### src/rtl/htsr_pkg.sv
// Shared constants, codes and types of the handle table.
`timescale 1ns / 1ps

package htsr_pkg;

  localparam int ENTRIES_DEFAULT = 64;
  localparam int WORD_W          = 32;
  localparam int OP_W            = 3;
  localparam int STATUS_W        = 2;
  localparam int S_DATA_W        = 5 * WORD_W;
  localparam int M_DATA_W        = 3 * WORD_W;

  localparam logic [OP_W-1:0] OP_ADD       = 3'd0;
  localparam logic [OP_W-1:0] OP_REMOVE    = 3'd1;
  localparam logic [OP_W-1:0] OP_SET_POS   = 3'd2;
  localparam logic [OP_W-1:0] OP_READ_POS  = 3'd3;
  localparam logic [OP_W-1:0] OP_SET_SCALE = 3'd4;
  localparam logic [OP_W-1:0] OP_READ_SCALE = 3'd5;

  localparam logic [STATUS_W-1:0] STATUS_OK        = 2'd0;
  localparam logic [STATUS_W-1:0] STATUS_NOT_FOUND = 2'd1;
  localparam logic [STATUS_W-1:0] STATUS_FULL      = 2'd2;

  typedef struct packed {
    logic [WORD_W-1:0] x;
    logic [WORD_W-1:0] y;
  } pair_t;

  typedef struct packed {
    logic we_handle;
    logic we_pos;
    logic we_scale;
  } store_we_t;

  typedef struct packed {
    logic [STATUS_W-1:0] status;
    logic [WORD_W-1:0]   new_handle;
    logic [WORD_W-1:0]   data_x;
    logic [WORD_W-1:0]   data_y;
  } result_t;

endpackage

### src/rtl/htsr_seq.sv
// Sequencer: handle lookup with one shared comparator, add, swap-remove, set and read.
`timescale 1ns / 1ps

module htsr_seq
  import htsr_pkg::*;
#(
  parameter int ENTRIES = ENTRIES_DEFAULT,
  localparam int AW = $clog2(ENTRIES),
  localparam int CW = $clog2(ENTRIES + 1)
) (
  input  logic              clk,
  input  logic              rst,
  input  logic              in_valid,
  output logic              in_ready,
  input  logic [OP_W-1:0]   in_op,
  input  logic [WORD_W-1:0] in_handle,
  input  pair_t             in_pos,
  input  pair_t             in_scale,
  output logic              res_valid,
  input  logic              res_ready,
  output result_t           res,
  output store_we_t         we,
  output logic [AW-1:0]     waddr,
  output logic [WORD_W-1:0] whandle,
  output pair_t             wpos,
  output pair_t             wscale,
  output logic [AW-1:0]     raddr,
  input  logic [WORD_W-1:0] rhandle,
  input  pair_t             rpos,
  input  pair_t             rscale
);

  typedef enum logic [2:0] {
    S_IDLE, S_START, S_PROBE, S_SCAN, S_FOUND, S_READ, S_MOVE, S_DONE
  } state_t;

  state_t            state;
  logic [OP_W-1:0]   op;
  logic [WORD_W-1:0] key;
  pair_t             pos;
  pair_t             scale;
  logic [CW-1:0]     count;
  logic [WORD_W-1:0] next_handle;
  logic [CW-1:0]     scan_idx;
  logic [AW-1:0]     probe_addr;
  logic [AW-1:0]     slot;

  logic [WORD_W-1:0] count_ext;
  logic              key_in_range;
  logic              hit;
  logic              full;
  logic [AW-1:0]     last_addr;

  assign count_ext    = {{(WORD_W-CW){1'b0}}, count};
  assign key_in_range = key < count_ext;
  assign hit          = rhandle == key;
  assign full         = count == CW'(ENTRIES);
  assign last_addr    = AW'(count - 1'b1);

  assign in_ready  = state == S_IDLE;
  assign res_valid = state == S_DONE;

  always_comb begin
    we      = '0;
    waddr   = slot;
    whandle = next_handle;
    wpos    = pos;
    wscale  = scale;
    raddr   = slot;
    unique case (state)
      S_START: begin
        if (op == OP_ADD) begin
          waddr = count[AW-1:0];
          if (!full) begin
            we = '{we_handle: 1'b1, we_pos: 1'b1, we_scale: 1'b1};
          end
        end else begin
          raddr = key_in_range ? key[AW-1:0] : '0;
        end
      end
      S_PROBE: raddr = '0;
      S_SCAN:  raddr = scan_idx[AW-1:0];
      S_FOUND: begin
        raddr = (op == OP_REMOVE) ? last_addr : slot;
        we.we_pos   = op == OP_SET_POS;
        we.we_scale = op == OP_SET_SCALE;
      end
      S_MOVE: begin
        we      = '{we_handle: 1'b1, we_pos: 1'b1, we_scale: 1'b1};
        whandle = rhandle;
        wpos    = rpos;
        wscale  = rscale;
      end
      default: ;
    endcase
  end

  always_ff @(posedge clk) begin
    probe_addr <= raddr;
    if (rst) begin
      state       <= S_IDLE;
      count       <= '0;
      next_handle <= '0;
    end else begin
      unique case (state)
        S_IDLE: begin
          if (in_valid) begin
            op    <= in_op;
            key   <= in_handle;
            pos   <= in_pos;
            scale <= in_scale;
            res   <= '0;
            state <= S_START;
          end
        end
        S_START: begin
          case (op) inside
            OP_ADD: begin
              if (full) begin
                res.status <= STATUS_FULL;
              end else begin
                res.new_handle <= next_handle;
                next_handle    <= next_handle + 32'd1;
                count          <= count + 1'b1;
              end
              state <= S_DONE;
            end
            OP_REMOVE, OP_SET_POS, OP_READ_POS, OP_SET_SCALE, OP_READ_SCALE: begin
              if (count == '0) begin
                res.status <= STATUS_NOT_FOUND;
                state      <= S_DONE;
              end else if (key_in_range) begin
                state <= S_PROBE;
              end else begin
                scan_idx <= CW'(1);
                state    <= S_SCAN;
              end
            end
            default: state <= S_DONE;
          endcase
        end
        S_PROBE: begin
          if (hit) begin
            slot  <= probe_addr;
            state <= S_FOUND;
          end else begin
            scan_idx <= CW'(1);
            state    <= S_SCAN;
          end
        end
        S_SCAN: begin
          if (hit) begin
            slot  <= probe_addr;
            state <= S_FOUND;
          end else if (scan_idx == count) begin
            res.status <= STATUS_NOT_FOUND;
            state      <= S_DONE;
          end else begin
            scan_idx <= scan_idx + 1'b1;
          end
        end
        S_FOUND: begin
          case (op) inside
            OP_REMOVE: begin
              if (slot != last_addr) begin
                state <= S_MOVE;
              end else begin
                count <= count - 1'b1;
                state <= S_DONE;
              end
            end
            OP_READ_POS, OP_READ_SCALE: state <= S_READ;
            default: state <= S_DONE;
          endcase
        end
        S_READ: begin
          {res.data_x, res.data_y} <= (op == OP_READ_POS) ? rpos : rscale;
          state                    <= S_DONE;
        end
        S_MOVE: begin
          count <= count - 1'b1;
          state <= S_DONE;
        end
        S_DONE: begin
          if (res_ready) begin
            state <= S_IDLE;
          end
        end
        default: state <= S_IDLE;
      endcase
    end
  end

endmodule

### config.mk
export PLATFORM = sky130hd
export DESIGN_NAME = htsr_seq
export DESIGN_NICKNAME = d
export VERILOG_FILES = /design/src/rtl/htsr_pkg.sv /design/src/rtl/htsr_seq.sv
export SDC_FILE = /design/constraint.sdc
export NUM_CORES = 1
export LEC_CHECK = 0
export BUFFER_PORTS_ARGS = -buffer_cell sky130_fd_sc_hd__clkbuf_2
export CAP_MARGIN = 20
export CORE_AREA = 2 2 237 239
export DETAILED_ROUTE_END_ITERATION = 8
export DIE_AREA = 0 0 239 241
export HOLD_SLACK_MARGIN = 0.15
export PLACE_DENSITY_LB_ADDON = 0.05
export SLEW_MARGIN = 20
export SYNTH_ARGS = -nofsm -noshare
export SYNTH_HDL_FRONTEND = slang
export SYNTH_SLANG_ARGS = --single-unit
export TNS_END_PERCENT = 10
### constraint.sdc
create_clock -name clk -period 11.3 [get_ports clk]
set_input_delay 1.695 -clock clk [delete_from_list [all_inputs] [get_ports clk]]
set_output_delay 1.695 -clock clk [all_outputs]
set_load 0.1 [all_outputs]
==> Yosys cells after proc, flatten, opt, wreduce, memory -nomap -nowiden <==
Index checks and enable logic that the tools add are counted.
{ "word_totals": {"regBits": 322, "inputBits": 327, "out_inout_bits": 275, "word_cells": 130} }
{ "op_classes": {"add_sub_neg": 4, "magnitude_cmp": 1, "eq_ne": 34, "n_mux": 52, "n_bitwise": 2, "reduce_logical": 21} }
{ "op_table": {"columns": ["op", "n"], "rows": [
  ["2-to-1 mux 64 bit", 3],
  ["case mux 64 bit (2 select lines)", 1],
  ["2-to-1 mux 98 bit", 1],
  ["2-to-1 mux 32 bit", 3],
  ["2-to-1 mux 7 bit", 11],
  ["case mux 32 bit (2 select lines)", 1],
  ["case mux 7 bit (3 select lines)", 2],
  ["2-to-1 mux 3 bit", 11],
  ["adder 32 x 1 -> 32 bit (second input constant)", 1],
  ["equality test 32 bit", 1],
  ["less-than comparator 32 x 7 -> 1 bit", 1],
  ["2-to-1 mux 6 bit", 5],
  ["inequality test 2 bit (second input constant)", 12],
  ["case mux 6 bit (4 select lines)", 1],
  ["case mux 3 bit (7 select lines)", 1],
  ["equality test 3 bit (second input constant)", 6],
  ["AND reduction 3 bit", 5],
  ["adder 7 x 1 -> 7 bit (second input constant)", 2],
  ["2-to-1 mux 2 bit", 7],
  ["equality test 3 x 2 -> 1 bit (second input constant)", 4],
  ["case mux 2 bit (3 select lines)", 2],
  ["AND reduction 5 bit", 2],
  ["inequality test 3 bit (second input constant)", 3],
  ["AND reduction 9 bit", 1],
  ["other kinds (17)", 27]
]} }

==> Longest topological paths before layout <==
{ "depth": {"depth_word": 6, "mapped_depth": 10, "ltp_nobuf": 8} }

==> Worst setup path before layout <==
OpenSTA, ideal clock, no wires.
{ "synth_path": {"path_type": "flip-flop to flip-flop", "from": "register state[2]", "to": "register key[0], enable pin", "setup_time_ns": 0.688, "arrival_time_ns": 9.969, "required_time_ns": 10.612, "setup_slack_ns": 0.642, "stages_incl_launch_ff": 6, "n_path_buf": 2, "synth_period_minus_slack_ns": 10.658, "path_cell_list": "dfxtp_1 -> clkbuf_1 -> clkbuf_1 -> nor3_1 -> nand2_1 -> nor2_1"} }
{ "synth_between": {"elab_chain_cells": 2} }
{ "synth_lines": {"columns": ["element", "line_no", "source"], "rows": [
  ["start, declared", "htsr_seq.sv:37", "state_t state;"],
  ["start signal, assigned", "htsr_seq.sv:101", "state <= S_IDLE;"],
  ["start signal, assigned", "htsr_seq.sv:113", "state <= S_START;"],
  ["start signal, assigned", "htsr_seq.sv:126", "state <= S_DONE;"],
  ["logical NOT 3 bit", null, null],
  ["named net in_ready", "htsr_seq.sv:14", "output logic in_ready,"],
  ["AND reduction 3 bit (no line)", null, null],
  ["end signal, assigned", "htsr_seq.sv:109", "key <= in_handle;"],
  ["end, declared", "htsr_seq.sv:39", "logic [WORD_W-1:0] key;"]
]} }
The timed path passes the listed nets, and every way through them passes these cells.
A chain may end at the register's enable or synchronous reset.

==> impl_metrics.ini <==
[global_routing]
grt_pass1_vias = 12030
antenna_found_initial = 19
overflow = 0
grt_pass1_wl_um = 86070
grtUsageTotal_pct = 20.94
grt_max_degree = 73

[logic_synthesis]
synth_flop_cell = edfxtp_1
synth_edf_count = 274
seq_area_frac_synth_pct = 61.97
syn-num-nets = 1503
synth_area_um2 = 14830
synth_seq_cells = 322
synthCells = 1165
syn_area_per_cell_um2 = 12.73
ys_warn_count = 0
async_flop_share_pct = 0
yosysUniqueCellTypes = 58

[worst_setup_path]
crit_start = state[2]
crit_path_frequent_cell = buf_4
critPathRequiredTime_ps = 9610
cp_max_fo = 72
r2r_end = scale[25]
crit_chain = nor2b_1, nand2_4, buf_4, buf_4, mux2_2, clkbuf_2
arrival_ps = 4570
rr_startpoint = state[2]
cp_slowest_stage_delay_ps = 810
cpLargestDelayFamily = buffers and inverters
worstSetupPathType = reg -> out
rrSetupSlack_ps = 7810
endpoint_kind = primary output
crit_slowest_cell = dfxtp_1
reg2reg_depth = 5
cp_num_buf_inv = 3
setup.worst_path.start_class = flop

[floorplanning]
ioPinCount = 602
initial_utilization_pct = 27.02
core_region_area_um2 = 54880
dieWidth_um = 239
dieArea_um2 = 57600
die-height_um = 241
rows = 86

[min_path]
min_to = slot[2]
hold_depth = 0
min_path_type = reg -> reg
hold_start = probe_addr[2]

[finish]
post_layout_nonfiller_instances = 2492
drive_gt1_share_pct = 47.11
final_util_pct = 36.37
final_net_count = 2093
synthToLayoutAreaGrowth_pct = 34.62

[sta]
finalClockSkew_ps = 10.64
worst_pin_slew_ps = 1050
hold_viol_final = 0
tns_ps = 0
setup_viol = 0
min_period_ps = 6269
final_max_slew_viol_count = 0
min_period_over_period_pct = 55.48
relSlewSlack_pct = 29.99
rsz0062_at_grt = no
fmax_mhz = 159.5

[clock_tree]
numClockSinks = 322
cts_buffers = 41
clockBufferDepth = 3
ctsResizeCount = 0
cts_tree = done
clkLatencyLatePin_ps = 560
cts-root-buf = clkbuf_16
post-cts-setup-buffers = 0
path_clk_slew_ps = 60
postCtsHoldBufs = 0
htreeDepth = 2

[placed_design]
gp_congestion = 0.8524
dp_hpwl_um = 48140
post-place-cells = 2416
io_buffers = 601

[outcome]
status = completed

[flow_run]
max-cap-violations = 0

[power_and_ir_drop]
total_power_mw = 4.909
p_per_area_nw_per_um2 = 245.9
peakVddDrop_v = 0.0001351
leakage_nw = 8.293

[routing]
dr_total_vias = 11620
drt_iter0_drc = 551
routed_wl_um = 62250
ant_nets = 0
vias_per_cell = 4.664
dr.pass1.iters = 5
route.detailed.drc = 0
detail_route.wl_per_cell_um = 24.98
## cell families after synthesis
family                   count (synthesis)  synth area share [%]
AND/OR/NAND/NOR                        365                 11.77
adder cells (fa/ha/maj)                 11                0.9283
flip-flops                             322                 61.97
multiplexers                           163                 12.36
AO/OA/AOI/OAI                          134                 5.359
XOR/XNOR                                88                 5.384
buffers and inverters                   82                 2.219
## worst max-delay path by stage
| stage | end | slack, ps | cells past startpoint |
|---|---|---|---|
| detailed placement | wscale[2] | 5620 | 6 |
| finish | wscale[17] | 5030 | 6 |
| global route | wpos[19] | 4720 | 6 |
| CTS | wscale[2] | 5010 | 6 |
| global placement | wscale[2] | 5700 | 6 |
| floorplan | key[0] | 640 | 5 |
## final cells by class
type	count	area, um^2
flip-flops and latches	322	9189
well taps	704	880.8
multi-input cells	761	5359
fillers	5578	34920
diodes	3	7.507
inverters	15	56.30
clock buffers	56	1102
repair buffers	614	3105
clock inverters	17	260.3
## synth_stat cells, drive strengths merged, types with 2 or more instances
| cell | count | area, um^2 |
|---|---|---|
| a211o | 2 | 26.28 |
| a211oi | 4 | 35.03 |
| a21o | 6 | 45.04 |
| a21oi | 81 | 405.4 |
| a221o | 5 | 50.05 |
| a31oi | 3 | 18.77 |
| and2 | 32 | 200.2 |
| and3 | 8 | 50.05 |
| and4 | 5 | 43.79 |
| buf | 25 | 115.1 |
| clkbuf | 42 | 157.7 |
| dfxtp | 48 | 960.9 |
| edfxtp | 274 | 8228 |
| ha | 11 | 137.6 |
| inv | 14 | 52.55 |
| mux2 | 161 | 1813 |
| mux2i | 2 | 20.02 |
| nand2 | 169 | 634.4 |
| nand2b | 3 | 18.77 |
| nand3 | 26 | 130.1 |
| nand4 | 27 | 168.9 |
| nor2 | 53 | 198.9 |
| nor2b | 2 | 12.51 |
| nor3 | 12 | 82.58 |
| nor3b | 5 | 37.54 |
| nor4 | 12 | 75.07 |
| o211ai | 3 | 22.52 |
| o21ai | 18 | 90.08 |
| o22ai | 2 | 12.51 |
| o31ai | 3 | 27.52 |
| or3 | 2 | 12.51 |
| or4 | 3 | 22.52 |
| xnor2 | 52 | 455.4 |
| xnor3 | 2 | 45.04 |
| xor2 | 34 | 297.8 |
## through the flow
stage	area, um^2	hold WS [ps]	setup WS, ps
global route	19960	407.5	4723
floorplan	14830	385.5	642.4
finish	19960	402.1	5031
CTS	19950	403.5	5005
global placement	18590	387.8	5704
detailed placement	18590	390.4	5624
## state kept, by name, summed over array words and instances, names as in the netlist
name         count
res             98
count            7
scale           64
state            3
scan_idx         7
probe_addr       6
pos             64
key             32
next_handle     32
op               3
slot             6
## per-layer routing
metal	up-vias	GRT usage, %	share of wire [%]
li1	5459	-	-
met1	5622	23.30	37
met2	419	38.52	53
met3	94	6.565	7.2
met4	28	5.492	2.1
met5	-	0	0.30
## cell usage in the layout (no fill, tap or decap), types with 8 or more instances in the layout
master     count
nor4_1        11
clkbuf_2     601
and2_1        32
clkbuf_1      13
nand2_1      167
edfxtp_1     274
nand4_1       27
buf_4         13
nand3_1       26
a21oi_1       80
dfxtp_1       48
clkbuf_16     41
mux2_2       160
nor3_1        10
xnor2_1       52
xor2_1        34
nor2_1        52
o21ai_0       17
ha_1          11
inv_1         14
and3_1         8
## power by group
group | switching, mW | internal, mW
Combinational | 1.61 | 0.322
Sequential | 0.101 | 1.52
Clock | 0.522 | 0.841
Total | 2.23 | 2.68
(Power assumes the default switching activity.)
